==> config.mk <==
export PLATFORM = sky130hd
export DESIGN_NAME = audio_peak_level_meter
export DESIGN_NICKNAME = d
export VERILOG_FILES = /design/src/sv/plm_pkg.sv /design/src/sv/plm_queue.sv /design/src/sv/plm_front.sv /design/src/sv/plm_back.sv /design/src/sv/audio_peak_level_meter.sv
export SDC_FILE = /design/constraint.sdc
export NUM_CORES = 1
export LEC_CHECK = 0
export BUFFER_PORTS_ARGS = -buffer_cell sky130_fd_sc_hd__buf_2
export CORE_MARGIN = 2
export CORE_UTILIZATION = 35
export DETAILED_ROUTE_END_ITERATION = 6
export SLEW_MARGIN = 30
export SYNTH_ARGS = -nofsm -noshare
export SYNTH_HDL_FRONTEND = slang
export SYNTH_SLANG_ARGS = --single-unit
==> constraint.sdc <==
create_clock -name i_clk -period 7.8 [get_ports i_clk]
set_input_delay 1.56 -clock i_clk [delete_from_list [all_inputs] [get_ports i_clk]]
set_output_delay 1.56 -clock i_clk [all_outputs]
set_load 0.01 [all_outputs]
==> src/sv/plm_pkg.sv <==
// shared types, codes and constants of the peak level meter
// used by every module of the block, depends on nothing
`timescale 1ns / 1ps

package plm_pkg;

    // sample size codes
    localparam logic [1:0] SIZE_8    = 2'd0;
    localparam logic [1:0] SIZE_16   = 2'd1;
    localparam logic [1:0] SIZE_32   = 2'd2;
    localparam logic [1:0] SIZE_NONE = 2'd3;

    // sample kind codes
    localparam logic [1:0] KIND_UNSIGNED = 2'd0;
    localparam logic [1:0] KIND_SIGNED   = 2'd1;
    localparam logic [1:0] KIND_FLOAT    = 2'd2;
    localparam logic [1:0] KIND_NONE     = 2'd3;

    // configuration register indexes
    localparam logic [1:0] CFG_SIZE       = 2'd0;
    localparam logic [1:0] CFG_KIND       = 2'd1;
    localparam logic [1:0] CFG_BIG_ENDIAN = 2'd2;
    localparam logic [1:0] CFG_CHANNELS   = 2'd3;

    // port and field widths
    localparam int CFG_ADDR_W  = 2;
    localparam int CFG_DATA_W  = 4;
    localparam int CHAN_CNT_W  = 4;
    localparam int CHAN_CMP_W  = 5;
    localparam int SAMPLE_W    = 32;
    localparam int TOTAL_W     = 16;
    localparam int LEVEL_W     = 17;
    localparam int IN_TDATA_W  = 48;
    localparam int OUT_TDATA_W = 56;

    // job queue between front and back
    localparam int QUEUE_DEPTH = 4;
    localparam int QPTR_W      = 2;
    localparam int QCNT_W      = 3;

    // divider: one quotient bit per cycle
    localparam int DIV_STEPS = 17;
    localparam int DIV_CNT_W = 5;

    typedef struct packed {
        logic [1:0]            size;
        logic [1:0]            kind;
        logic                  big_endian;
        logic [CHAN_CNT_W-1:0] chans;
    } t_cfg;

    // one finished buffer waiting for normalization
    typedef struct packed {
        logic [SAMPLE_W-1:0] peak;
        logic [SAMPLE_W-1:0] scale;
        logic                fmt_ok;
    } t_job;

    typedef enum logic [1:0] {
        BK_IDLE,
        BK_DIV,
        BK_DONE
    } t_back_state;

    // full scale of a format
    function automatic logic [SAMPLE_W-1:0] full_scale(input logic [1:0] size,
                                                       input logic [1:0] kind);
        logic [SAMPLE_W-1:0] fs;
        fs = 32'h7fffffff;
        case (size)
            SIZE_8:  fs = (kind == KIND_UNSIGNED) ? 32'd255 : 32'd127;
            SIZE_16: fs = (kind == KIND_UNSIGNED) ? 32'd65535 : 32'd32767;
            default: fs = (kind == KIND_UNSIGNED) ? 32'hffffffff : 32'h7fffffff;
        endcase
        return fs;
    endfunction

endpackage

==> src/sv/plm_queue.sv <==
// short job queue between the sample front end and the normalizing back end
// depends on plm_pkg for the job type and depth
`timescale 1ns / 1ps

module plm_queue (
    input  logic                      i_clk,
    input  logic                      i_rst_n,
    input  logic                      i_push,
    input  plm_pkg::t_job             i_job,
    input  logic                      i_pop,
    output plm_pkg::t_job             o_job,
    output logic [plm_pkg::QCNT_W-1:0] o_count
);

    plm_pkg::t_job                r_slot [plm_pkg::QUEUE_DEPTH];
    logic [plm_pkg::QPTR_W-1:0]   r_wr_ptr;
    logic [plm_pkg::QPTR_W-1:0]   r_rd_ptr;
    logic [plm_pkg::QCNT_W-1:0]   r_count;

    // pointers and fill count
    always_ff @(posedge i_clk) begin
        if (!i_rst_n) begin
            r_wr_ptr <= '0;
            r_rd_ptr <= '0;
            r_count  <= '0;
        end else begin
            if (i_push) r_wr_ptr <= r_wr_ptr + 1'b1;
            if (i_pop)  r_rd_ptr <= r_rd_ptr + 1'b1;
            case ({i_push, i_pop})
                2'b10:   r_count <= r_count + 1'b1;
                2'b01:   r_count <= r_count - 1'b1;
                default: r_count <= r_count;
            endcase
        end
    end

    // storage
    always_ff @(posedge i_clk) begin
        if (i_push) r_slot[r_wr_ptr] <= i_job;
    end

    assign o_job   = r_slot[r_rd_ptr];
    assign o_count = r_count;

endmodule

==> src/sv/plm_front.sv <==
// front end: accepts sample words, decodes them, tracks frame position and peak
// pushes one job per finished buffer; depends on plm_pkg
`timescale 1ns / 1ps

module plm_front #(
    parameter int MAX_CHANNELS     = 8,
    parameter int PROBE_FRAMES     = 50,
    parameter int FRAME_COUNT_BITS = 16
) (
    input  logic                               i_clk,
    input  logic                               i_rst_n,
    input  plm_pkg::t_cfg                      i_cfg,
    input  logic                               i_valid,
    output logic                               o_ready,
    input  logic [plm_pkg::SAMPLE_W-1:0]       i_word,
    input  logic [plm_pkg::TOTAL_W-1:0]        i_total,
    input  logic                               i_last,
    input  logic [plm_pkg::QCNT_W-1:0]         i_q_count,
    output logic                               o_push,
    output plm_pkg::t_job                      o_job
);

    localparam int FB       = FRAME_COUNT_BITS;
    localparam int CH_IDX_W = (MAX_CHANNELS > 1) ? $clog2(MAX_CHANNELS) : 1;
    localparam int PB       = $clog2(PROBE_FRAMES + 1);
    localparam int PHW      = FB + 1 + PB;
    localparam int SW       = plm_pkg::SAMPLE_W;
    localparam int CW       = plm_pkg::CHAN_CMP_W;

    // frame and channel counters
    logic [CH_IDX_W-1:0] r_chan, n_chan;
    logic [FB-1:0]       r_frame, n_frame;
    logic [FB-1:0]       r_phase, n_phase;

    // decode stage register
    logic          r_s1_valid;
    logic          r_s1_last;
    logic          r_s1_take;
    logic          r_s1_live;
    logic          r_s1_ok;
    logic [SW-1:0] r_s1_mag;
    logic [SW-1:0] r_s1_scale;

    // running peak
    logic [SW-1:0] r_peak, n_peak;

    logic          accept;
    logic          fmt_ok;
    logic [FB-1:0] total;
    logic          take;
    logic [SW-1:0] mag;

    // room for this word and a buffer end still in the decode stage
    always_comb begin
        o_ready = ({1'b0, i_q_count} + {{plm_pkg::QCNT_W{1'b0}},
                  (r_s1_valid & r_s1_last)}) < (plm_pkg::QCNT_W + 1)'(plm_pkg::QUEUE_DEPTH);
    end
    assign accept = i_valid & o_ready;

    // format check
    always_comb begin
        fmt_ok = (i_cfg.size != plm_pkg::SIZE_NONE) && (i_cfg.kind != plm_pkg::KIND_NONE)
               && !((i_cfg.kind == plm_pkg::KIND_FLOAT) && (i_cfg.size != plm_pkg::SIZE_32))
               && (i_cfg.chans != '0)
               && ({1'b0, i_cfg.chans} <= CW'(MAX_CHANNELS));
    end

    // frame total trimmed to the counter width
    always_comb begin
        total = '0;
        for (int i = 0; i < FB; i++) begin
            if (i < plm_pkg::TOTAL_W) total[i] = i_total[i];
        end
    end

    // sample decoding
    always_comb begin
        logic [7:0]  b0, b1, b2, b3;
        logic [15:0] w16, neg16;
        logic [31:0] w32, neg32;
        logic [7:0]  neg8;
        logic [7:0]  expo, e_eff, shamt;
        logic [23:0] mant;
        logic [54:0] prod;
        logic [54:0] shifted;
        b0 = i_word[7:0];
        b1 = i_word[15:8];
        b2 = i_word[23:16];
        b3 = i_word[31:24];
        w16 = i_cfg.big_endian ? {b0, b1} : {b1, b0};
        w32 = i_cfg.big_endian ? {b0, b1, b2, b3} : {b3, b2, b1, b0};
        neg8  = 8'd0 - b0;
        neg16 = 16'd0 - w16;
        neg32 = 32'd0 - w32;
        // float: |x| * (2^31 - 1) as (m << 31) - m, then scaled down
        expo  = w32[30:23];
        e_eff = (expo == 8'd0) ? 8'd1 : expo;
        mant  = {(expo != 8'd0), w32[22:0]};
        shamt = 8'd150 - e_eff;
        prod  = {mant, 31'd0} - {31'd0, mant};
        shifted = prod >> shamt[5:0];
        mag = '0;
        unique case (i_cfg.size)
            plm_pkg::SIZE_8: begin
                if (i_cfg.kind == plm_pkg::KIND_UNSIGNED || !b0[7]) mag = {24'd0, b0};
                else if (neg8[7])                                   mag = 32'd127;
                else                                                mag = {24'd0, neg8};
            end
            plm_pkg::SIZE_16: begin
                if (i_cfg.kind == plm_pkg::KIND_UNSIGNED || !w16[15]) mag = {16'd0, w16};
                else if (neg16[15])                                   mag = 32'd32767;
                else                                                  mag = {16'd0, neg16};
            end
            plm_pkg::SIZE_32: begin
                if (i_cfg.kind == plm_pkg::KIND_FLOAT) begin
                    if (expo >= 8'd127)      mag = 32'h7fffffff;
                    else if (shamt >= 8'd64) mag = '0;
                    else                     mag = shifted[31:0];
                end else if (i_cfg.kind == plm_pkg::KIND_UNSIGNED || !w32[31]) begin
                    mag = w32;
                end else if (neg32[31]) begin
                    mag = 32'h7fffffff;
                end else begin
                    mag = neg32;
                end
            end
            default: mag = '0;
        endcase
    end

    assign take = fmt_ok && (total != '0) && (r_frame < total) && (r_phase == '0);

    // counter update
    always_comb begin
        logic [CW-1:0]  chans_eff;
        logic [CW-1:0]  chan_inc;
        logic [FB:0]    phase_inc;
        logic [PHW-1:0] reach;
        chans_eff = fmt_ok ? {1'b0, i_cfg.chans} : CW'(1);
        chan_inc  = CW'(r_chan) + CW'(1);
        phase_inc = {1'b0, r_phase} + (FB + 1)'(1);
        reach     = PHW'(phase_inc) * PHW'(PROBE_FRAMES);
        n_chan  = r_chan;
        n_frame = r_frame;
        n_phase = r_phase;
        if (chan_inc >= chans_eff) begin
            n_chan = '0;
            if (r_frame != '1) n_frame = r_frame + 1'b1;
            // wrap once phase + 1 reaches total / PROBE_FRAMES + 1
            if (reach > PHW'(total)) n_phase = '0;
            else                     n_phase = phase_inc[FB-1:0];
        end else begin
            n_chan = chan_inc[CH_IDX_W-1:0];
        end
        if (i_last) begin
            n_chan  = '0;
            n_frame = '0;
            n_phase = '0;
        end
    end

    always_ff @(posedge i_clk) begin
        if (!i_rst_n) begin
            r_chan     <= '0;
            r_frame    <= '0;
            r_phase    <= '0;
            r_s1_valid <= 1'b0;
        end else begin
            r_s1_valid <= accept;
            if (accept) begin
                r_chan  <= n_chan;
                r_frame <= n_frame;
                r_phase <= n_phase;
            end
        end
    end

    // decode stage payload
    always_ff @(posedge i_clk) begin
        if (accept) begin
            r_s1_last  <= i_last;
            r_s1_take  <= take;
            r_s1_live  <= fmt_ok && (total != '0);
            r_s1_ok    <= fmt_ok;
            r_s1_mag   <= mag;
            r_s1_scale <= plm_pkg::full_scale(i_cfg.size, i_cfg.kind);
        end
    end

    // peak update and job build
    always_comb begin
        logic [SW-1:0] clamped;
        n_peak  = (r_s1_take && (r_s1_mag > r_peak)) ? r_s1_mag : r_peak;
        clamped = (n_peak > r_s1_scale) ? r_s1_scale : n_peak;
        o_push        = r_s1_valid & r_s1_last;
        o_job.peak    = r_s1_live ? clamped : '0;
        o_job.scale   = r_s1_scale;
        o_job.fmt_ok  = r_s1_ok;
    end

    always_ff @(posedge i_clk) begin
        if (!i_rst_n) begin
            r_peak <= '0;
        end else if (r_s1_valid) begin
            r_peak <= r_s1_last ? '0 : n_peak;
        end
    end

endmodule

==> src/sv/plm_back.sv <==
// back end: restoring divider that turns a clamped peak into a Q1.16 level
// plus the result register; depends on plm_pkg
`timescale 1ns / 1ps

module plm_back (
    input  logic                                i_clk,
    input  logic                                i_rst_n,
    input  logic                                i_avail,
    input  plm_pkg::t_job                       i_job,
    output logic                                o_pop,
    output logic                                o_valid,
    input  logic                                i_ready,
    output logic [plm_pkg::OUT_TDATA_W-1:0]     o_data
);

    localparam int SW = plm_pkg::SAMPLE_W;
    localparam int LW = plm_pkg::LEVEL_W;

    plm_pkg::t_back_state r_state, n_state;

    logic [plm_pkg::DIV_CNT_W-1:0] r_cnt;
    logic [SW-1:0]                 r_rem;
    logic [SW-1:0]                 r_den;
    logic [SW-1:0]                 r_peak;
    logic [LW-1:0]                 r_quo;
    logic                          r_ok;

    logic                          r_out_valid;
    logic [plm_pkg::OUT_TDATA_W-1:0] r_out_data;

    logic                          load_out;
    logic                          last_step;
    logic [SW:0]                   trial;
    logic                          ge;

    assign last_step = (r_cnt == plm_pkg::DIV_CNT_W'(plm_pkg::DIV_STEPS - 1));

    // next state
    always_comb begin
        n_state = r_state;
        unique case (r_state)
            plm_pkg::BK_IDLE: if (i_avail)   n_state = plm_pkg::BK_DIV;
            plm_pkg::BK_DIV:  if (last_step) n_state = plm_pkg::BK_DONE;
            plm_pkg::BK_DONE: if (load_out)  n_state = plm_pkg::BK_IDLE;
            default:                         n_state = plm_pkg::BK_IDLE;
        endcase
    end

    // state outputs
    always_comb begin
        o_pop    = 1'b0;
        load_out = 1'b0;
        unique case (r_state)
            plm_pkg::BK_IDLE: o_pop    = i_avail;
            plm_pkg::BK_DONE: load_out = !r_out_valid || i_ready;
            default: ;
        endcase
    end

    always_ff @(posedge i_clk) begin
        if (!i_rst_n) r_state <= plm_pkg::BK_IDLE;
        else          r_state <= n_state;
    end

    // one quotient bit per cycle; first step compares the peak unshifted
    always_comb begin
        trial = (r_cnt == '0) ? {1'b0, r_rem} : {r_rem, 1'b0};
        ge    = trial >= {1'b0, r_den};
    end

    always_ff @(posedge i_clk) begin
        if (o_pop) begin
            r_rem  <= i_job.peak;
            r_den  <= i_job.scale;
            r_peak <= i_job.peak;
            r_ok   <= i_job.fmt_ok;
            r_quo  <= '0;
            r_cnt  <= '0;
        end else if (r_state == plm_pkg::BK_DIV) begin
            r_rem <= ge ? SW'(trial - {1'b0, r_den}) : trial[SW-1:0];
            r_quo <= {r_quo[LW-2:0], ge};
            r_cnt <= r_cnt + 1'b1;
        end
    end

    // result register
    always_ff @(posedge i_clk) begin
        if (!i_rst_n) begin
            r_out_valid <= 1'b0;
        end else if (load_out) begin
            r_out_valid <= 1'b1;
        end else if (i_ready) begin
            r_out_valid <= 1'b0;
        end
    end

    always_ff @(posedge i_clk) begin
        if (load_out) begin
            r_out_data <= {{(plm_pkg::OUT_TDATA_W - LW - SW - 1){1'b0}}, r_ok, r_peak, r_quo};
        end
    end

    assign o_valid = r_out_valid;
    assign o_data  = r_out_data;

endmodule

==> src/sv/audio_peak_level_meter.sv <==
// result path: the last word passes the decode stage register and the job queue,
//   then the back end divides and its result register drives the level word
// throughput: one sample word per cycle while the job queue has room; each buffer end
//   costs the back end a 17-step division; a 4-entry job queue absorbs short buffers
// reset: synchronous active low; clears counters, peak, queue, divider and the
//   output valid, and sets the format registers to 16 bit signed little endian mono
`timescale 1ns / 1ps

module audio_peak_level_meter #(
    parameter int MAX_CHANNELS     = 8,
    parameter int PROBE_FRAMES     = 50,
    parameter int FRAME_COUNT_BITS = 16
) (
    input  logic                                i_clk,
    input  logic                                i_rst_n,
    // sample input
    input  logic                                i_s_axis_tvalid,
    output logic                                o_s_axis_tready,
    // sample_word [31:0], frame_total [47:32]
    input  logic [plm_pkg::IN_TDATA_W-1:0]      i_s_axis_tdata,
    // buffer_end
    input  logic                                i_s_axis_tlast,
    // level output
    output logic                                o_m_axis_tvalid,
    input  logic                                i_m_axis_tready,
    // level_fraction [16:0], peak_value [48:17], format_valid [49], zero [55:50]
    output logic [plm_pkg::OUT_TDATA_W-1:0]     o_m_axis_tdata,
    // register writes
    input  logic                                i_cfg_we,
    input  logic [plm_pkg::CFG_ADDR_W-1:0]      i_cfg_addr,
    input  logic [plm_pkg::CFG_DATA_W-1:0]      i_cfg_wdata
);

    plm_pkg::t_cfg                r_cfg;
    plm_pkg::t_job                front_job;
    plm_pkg::t_job                head_job;
    logic                         push;
    logic                         pop;
    logic [plm_pkg::QCNT_W-1:0]   q_count;

    // format registers
    always_ff @(posedge i_clk) begin
        if (!i_rst_n) begin
            r_cfg.size       <= plm_pkg::SIZE_16;
            r_cfg.kind       <= plm_pkg::KIND_SIGNED;
            r_cfg.big_endian <= 1'b0;
            r_cfg.chans      <= plm_pkg::CHAN_CNT_W'(1);
        end else if (i_cfg_we) begin
            unique case (i_cfg_addr)
                plm_pkg::CFG_SIZE:       r_cfg.size       <= i_cfg_wdata[1:0];
                plm_pkg::CFG_KIND:       r_cfg.kind       <= i_cfg_wdata[1:0];
                plm_pkg::CFG_BIG_ENDIAN: r_cfg.big_endian <= i_cfg_wdata[0];
                plm_pkg::CFG_CHANNELS:   r_cfg.chans      <= i_cfg_wdata[3:0];
                default: ;
            endcase
        end
    end

    // sample decode and peak tracking
    plm_front #(
        .MAX_CHANNELS     (MAX_CHANNELS),
        .PROBE_FRAMES     (PROBE_FRAMES),
        .FRAME_COUNT_BITS (FRAME_COUNT_BITS)
    ) u_front (
        .i_clk     (i_clk),
        .i_rst_n   (i_rst_n),
        .i_cfg     (r_cfg),
        .i_valid   (i_s_axis_tvalid),
        .o_ready   (o_s_axis_tready),
        .i_word    (i_s_axis_tdata[31:0]),
        .i_total   (i_s_axis_tdata[47:32]),
        .i_last    (i_s_axis_tlast),
        .i_q_count (q_count),
        .o_push    (push),
        .o_job     (front_job)
    );

    // finished buffers waiting for division
    plm_queue u_queue (
        .i_clk   (i_clk),
        .i_rst_n (i_rst_n),
        .i_push  (push),
        .i_job   (front_job),
        .i_pop   (pop),
        .o_job   (head_job),
        .o_count (q_count)
    );

    // normalization and result word
    plm_back u_back (
        .i_clk   (i_clk),
        .i_rst_n (i_rst_n),
        .i_avail (q_count != '0),
        .i_job   (head_job),
        .o_pop   (pop),
        .o_valid (o_m_axis_tvalid),
        .i_ready (i_m_axis_tready),
        .o_data  (o_m_axis_tdata)
    );

endmodule

Word-level counts from Yosys, hierarchy flattened
Memories as Yosys holds them, arrays and structs flattened. A register that Yosys moved wholly into a read port is not among the register bits. Index checks and enable logic that the tools add are counted.

Add/subtract/negate cells: 15. Multipliers: 1. Magnitude comparators: 10. Equal/unequal tests: 18. Shift operators: 1. Muxes and demuxes: 47. Bitwise operators: 2. Reduce and logical (&&, ||, !) cells: 41.

Operators with widths (count): $mux W32 (15); $mux W16 (8); $pmux W32 S3 (1); $gt A32 B32 Y1 (2); $pmux W32 S2 (1); $shr A55 B6 Y32 (1); $sub A55 B24 Y55 (1); $ge A33 B32 Y1 (1); $mux W33 (1); $sub A1 B32 Y32 const A (1); $sub A32 B32 Y32 (1); $mux W31 (1); $gt A23 B16 Y1 (1); $mul A17 B5 Y22 const B (1); $add A16 B1 Y17 const B (1); $add A16 B1 Y16 const B (1); $ge A8 B7 Y1 const B (2); $logic_not A16 Y1 (1); $lt A16 B16 Y1 (1); $mux W8 (2); $ne A16 B16 Y1 const B (1); $reduce_bool A16 Y1 (1); $sub A1 B16 Y16 const A (1); $mux W15 (1); 36 further kinds (87).

Bits in registers: 324. RAM bits: 260. Output and inout bits: 58. Logic and storage cells: 163. Memories kept: 1.

Memories: u_queue.r_slot (depth 4, bits a word 65, rd ports 1, clocked after Yosys merged registers in 1, write ports 1, RTL line plm_queue.sv:15) `plm_pkg::t_job r_slot [plm_pkg::QUEUE_DEPTH];`.

Depth between registers and ports, before layout
Word-level depth: 10. Depth in mapped cells: 30. Depth with buffers taken out: 27.

Hierarchy
A second synthesis with hierarchy kept.

Cell total of the unflattened synthesis: 3287. Area, all modules: 34526.9 µm².

By module, submodules not included: plm_front (instances 1, cells each 2147, area each 15949.0 µm², sequential area each 2592.5 µm²); plm_queue (instances 1, cells each 383, area each 9863.2 µm², sequential area each 7987.7 µm²); plm_back (instances 1, cells each 719, area each 8339.2 µm², sequential area each 4914.7 µm²); audio_peak_level_meter (instances 1, cells each 38, area each 375.4 µm², sequential area each 180.2 µm²).

Least setup slack after synthesis
OpenSTA, ideal clock, no wires.

Kind: register to register. From: register u_front.r_phase[2]. To: register u_front.r_phase[13]. Arrival: 5447 ps. Path slack: 2281 ps. Cell stages (with the launch flop): 30. Buffers on the path: 3. Clock period less this slack: 5519 ps. Path through: dfxtp_1 -> clkbuf_1 -> and3_1 -> and3_1 -> clkbuf_1 -> and3_1 -> and3_1 -> xnor2_1 -> inv_1 -> ha_1 -> ha_1 -> inv_1 -> fa_1 -> inv_1 -> ha_1 -> and3_1 -> nand3_1 -> a21boi_0 -> nor2_1 -> ha_1 -> nand4_1 -> nor2_1 -> o21ai_0 -> a21o_1 -> o211ai_1 -> a211o_1 -> nor3_1 -> clkbuf_1 -> a31oi_1 -> mux2i_1.

Word-level cells in the longest chain between the ends: 6.

Ends and longest elaborated chain: from (decl) (RTL line plm_front.sv:33) `logic [FB-1:0] r_phase, n_phase;`; from (signal assigned) (RTL line plm_front.sv:173) `r_phase <= n_phase;`; $add A16 B1 Y17 (*) (RTL line plm_front.sv:141) `phase_inc = {1'b0, r_phase} + (FB + 1)'(1);`; $mul A17 B5 Y22 (RTL line plm_front.sv:142) `reach = PHW'(phase_inc) * PHW'(PROBE_FRAMES);`; $gt A23 B16 Y1 (RTL line plm_front.sv:150) `if (reach > PHW'(total)) n_phase = '0;`; $mux W16 (*) (RTL line plm_front.sv:150); $mux W16 (*) (RTL line plm_front.sv:146) `if (chan_inc >= chans_eff) begin`; $mux W16 (*) (RTL line plm_front.sv:155) `if (i_last) begin`.

Every way passes the cells marked *; elsewhere a longest branch is shown, timed or not. The select of a mux whose other input is x is not followed. A chain may end at the register's enable or synchronous reset.

Final worst setup path
From: register u_front.r_phase[2]. To: register u_front.r_phase[10].

Same word-level chain as after synthesis.

==> run metrics <==
status completed; CP peak stage delay approximately 0.51 ns; final hold vios 0; worst vdd ir 0.000221 V; Synth area leader edfxtp_1; Clock transition at path regs 0.06 ns; Fin Hold WS 0.417 ns; GPL Wtd Cong about 1.0; fraction of registers with async set or reset after synthesis 0%; critical path buffer and inverter count 4; layout cell share with drive strength beyond 1 a little under an eighth; synth top area cells edfxtp_1 33%, ha_1 8.1%, dfxtp_1 7.7%, nand2_1 3.7%, a21oi_1 3.5%; CP required roughly 8.3 ns; number of synthesized flops with an enable pin 313; hold_buf cts 0; Synth top area share approximately a third; die area roughly 0.085 mm²; vias in the first global route about 23000; most used cell, CP and3_1; Max clock buf depth 3; crit path DAT roughly 6.6 ns; Period minus WS final 6.14 ns; nets between 3000 and 4000; setup TNS 0 ns; CP Max Fanout 12; Hold Crit Class flop to flop; DRT Pass-1 Iters 7; initial antenna violation count 1; final setup fails 0; synthesized flop and latch total roughly 420; RSZ-0062 raised after global routing no; PostCTS Resize Cnt 0; Rel. slew slack a little under a third; Syn. warnings 0; R2R Path Start u_front.r_phase[2]$_SDFFE_PN0P_; CTS Buf Count 47; PwrDens roughly 320 mW/mm²; I/O pin cnt between 100 and 150; Synth Cell Area 0.0288 mm²; Pins Over Slew Limit 0; Synth Instances around 3000; Netlist cell types 100; Setup crit end kind flop; Die Wd roughly 290 µm; CTS H-tree depth 2; largest net degree at the start of global routing between 60 and 70; Max-cap violations 0; ANT cells 0; P&R area growth vs syn 11.4%; Main synth FF type edfxtp_1; min-delay src u_back.r_peak[19]$_DFFE_PP_; Worst-Skew Late Latency about 0.60 ns; initial drt markers around 2300; CTS Root Cell clkbuf_16; CTS tree done; post-synthesis sequential area ratio about 40%; port bufs 111; Avg WL per Cell 20.7 µm; Design Power ~0.010 W; row cnt roughly 110; Crit Path Category flop to flop; syn_area_per_cell 9.50 µm²; first-pass GRT wire length 134000 µm; Crit path max-delay family simple AND/OR/NAND/NOR gates; DRC Markers 0; final cycle utilization of the critical path 78.8%; Worst Tran Pin Value 1.03 ns; initial core utilization 35.2%; crit path launch type flop; DR vias about 24000; Post-Route WL between 80000 and 90000 µm; Max Freq around 160 MHz; hpwl dp approximately 63000 µm; Worst Skew roughly 0.04 ns; grt ovf 0; flop2flop setup slack between 1.5 and 2 ns; core area around 0.082 mm²; via-per-instance ratio around 5.7; crit path launch u_front.r_phase[2]$_SDFFE_PN0P_; post-route ant nets 0; post-CTS setup repair buffer count 0; Die H around 290 µm; leakage power between 10 and 15 nW; Critical Path Slowest Stage Cell dfxtp_1; Tot GR Track Use around 20%; CTS sink cnt ~420
[placed cells by master, fill, tap and decap left out, types with 20 or more instances in the layout]
master       n
a211oi_1    31
a21o_1      76
a21oi_1    199
a221oi_1    20
a31oi_1     40
and2_1      48
and3_1      33
buf_2      111
buf_4       54
clkbuf_16   48
dfxtp_1    108
edfxtp_1   313
ha_1       186
inv_1      179
mux2_2      20
mux2i_1     72
mux4_2      44
nand2_1    282
nand2b_1    23
nand3_1     78
nand4_1     33
nor2_1     217
nor2b_1     30
nor3_1      75
nor4_1      29
o211ai_1    68
o21a_1      48
o21ai_0    145
o22ai_1     38
o31ai_1     30
xnor2_1     61
xor2_1      41
[logic make-up (layout without fill, tap and decap cells)]
group           count (synthesis)  after routing  share of synthesized area [%]
other cells                     1              6                         0.0130
compound gates                870            870                           20.1
fa+ha+maj                     198            198                           8.90
simple gates                  943            943                           15.9
xor+xnor                      104            104                           3.16
buf+inv                       358            435                           4.83
mux                           139            139                           6.84
flops                         424            424                           40.3
[Yosys cell counts, types with 11 or more instances]
cell type and instances:
a21o_1 76, clkbuf_1 142, nor3b_1 13, ha_1 186
nand4_1 33, o22ai_1 39, o21a_1 48, and2_1 48
inv_1 180, a211o_1 12, dfxtp_1 111, buf_1 13
a211oi_1 31, nor2_1 217, nand3_1 78, o21ai_0 145
and3_1 37, o221ai_1 12, a21boi_0 15, xnor2_1 62
edfxtp_1 313, mux4_2 44, nor4_1 29, mux2_2 20
o21ai_1 11, nand2_1 282, buf_2 13, o211ai_1 68
nor3_1 77, nand2b_1 24, or3_1 16, o31ai_1 31
nor2b_1 32, mux2i_1 73, fa_1 12, or2_2 12
xor2_1 42, a221oi_1 21, a21oi_1 202, a31oi_1 41
[metrics by stage]
| stage | util (%) | setup WS (ns) | instance area (µm²) | std cells |
|---|---|---|---|---|
| finish | 39.3 | 1.66 | 32100 | 4189 |
| global route | 39.3 | 1.16 | 32100 | 4189 |
| CTS | 39.2 | 1.62 | 32100 | 4189 |
| detailed placement | 37.3 | 1.64 | 30600 | 4101 |
| global placement | 37.3 | 1.65 | 30500 | 4101 |
| floorplan | - | 2.28 | 28900 | 3042 |
[path summary, 6_finish.rpt]
kind | to | cells after the start
worst min register to register | u_back.o_data[36]$_DFFE_PP_ | 0
worst min-delay path | u_back.o_data[36]$_DFFE_PP_ | 0
worst max register to register | u_front.r_phase[10]$_SDFFE_PN0P_ | 27
worst max-delay path | u_front.r_phase[10]$_SDFFE_PN0P_ | 27
[registers in the layout, summed over array words and instances, names as in the netlist, 2 cells and up, named ones only]
| register | cells |
|---|---|
| u_back.r_quo | 17 |
| u_back.r_rem | 32 |
| u_front.r_s1_scale | 5 |
| u_front.r_s1_mag | 32 |
| u_queue.r_rd_ptr | 2 |
| u_queue.o_count | 3 |
| r_cfg | 9 |
| u_back.r_cnt | 5 |
| u_front.r_phase | 16 |
| u_front.r_chan | 3 |
| u_back.r_den | 5 |
| u_back.o_data | 50 |
| u_back.r_peak | 32 |
| u_queue.r_wr_ptr | 2 |
| u_back.r_state | 2 |
| u_front.r_frame | 16 |
| u_front.r_peak | 32 |
| u_queue.r_slot | 152 |
[per-layer routing]
| layer | track usage (%) | wire length, µm | up-vias |
|---|---|---|---|
| met5 | 0 | 7 | - |
| met4 | 8.33 | 3800 | 2 |
| met3 | 3.49 | 5970 | 222 |
| met2 | 32.4 | 39400 | 929 |
| met1 | 26.3 | 37400 | 11380 |
| li1 | - | - | 11460 |
[power breakdown]
group	switching, W	internal [W]
sequential	0.000212	0.00309
clock	0.000929	0.00131
combinational	0.00284	0.00176
total	0.00398	0.00616
[cell type report]
class	instances	area [µm²]
inverter	182	684
clock buffer	59	1240
timing repair buffer	165	961
tap	1070	1340
sequential	424	11600
clock inverter	29	320
fill	8116	49700
multi-input combinational	2260	16000
Power figures use the tool's default switching activity.
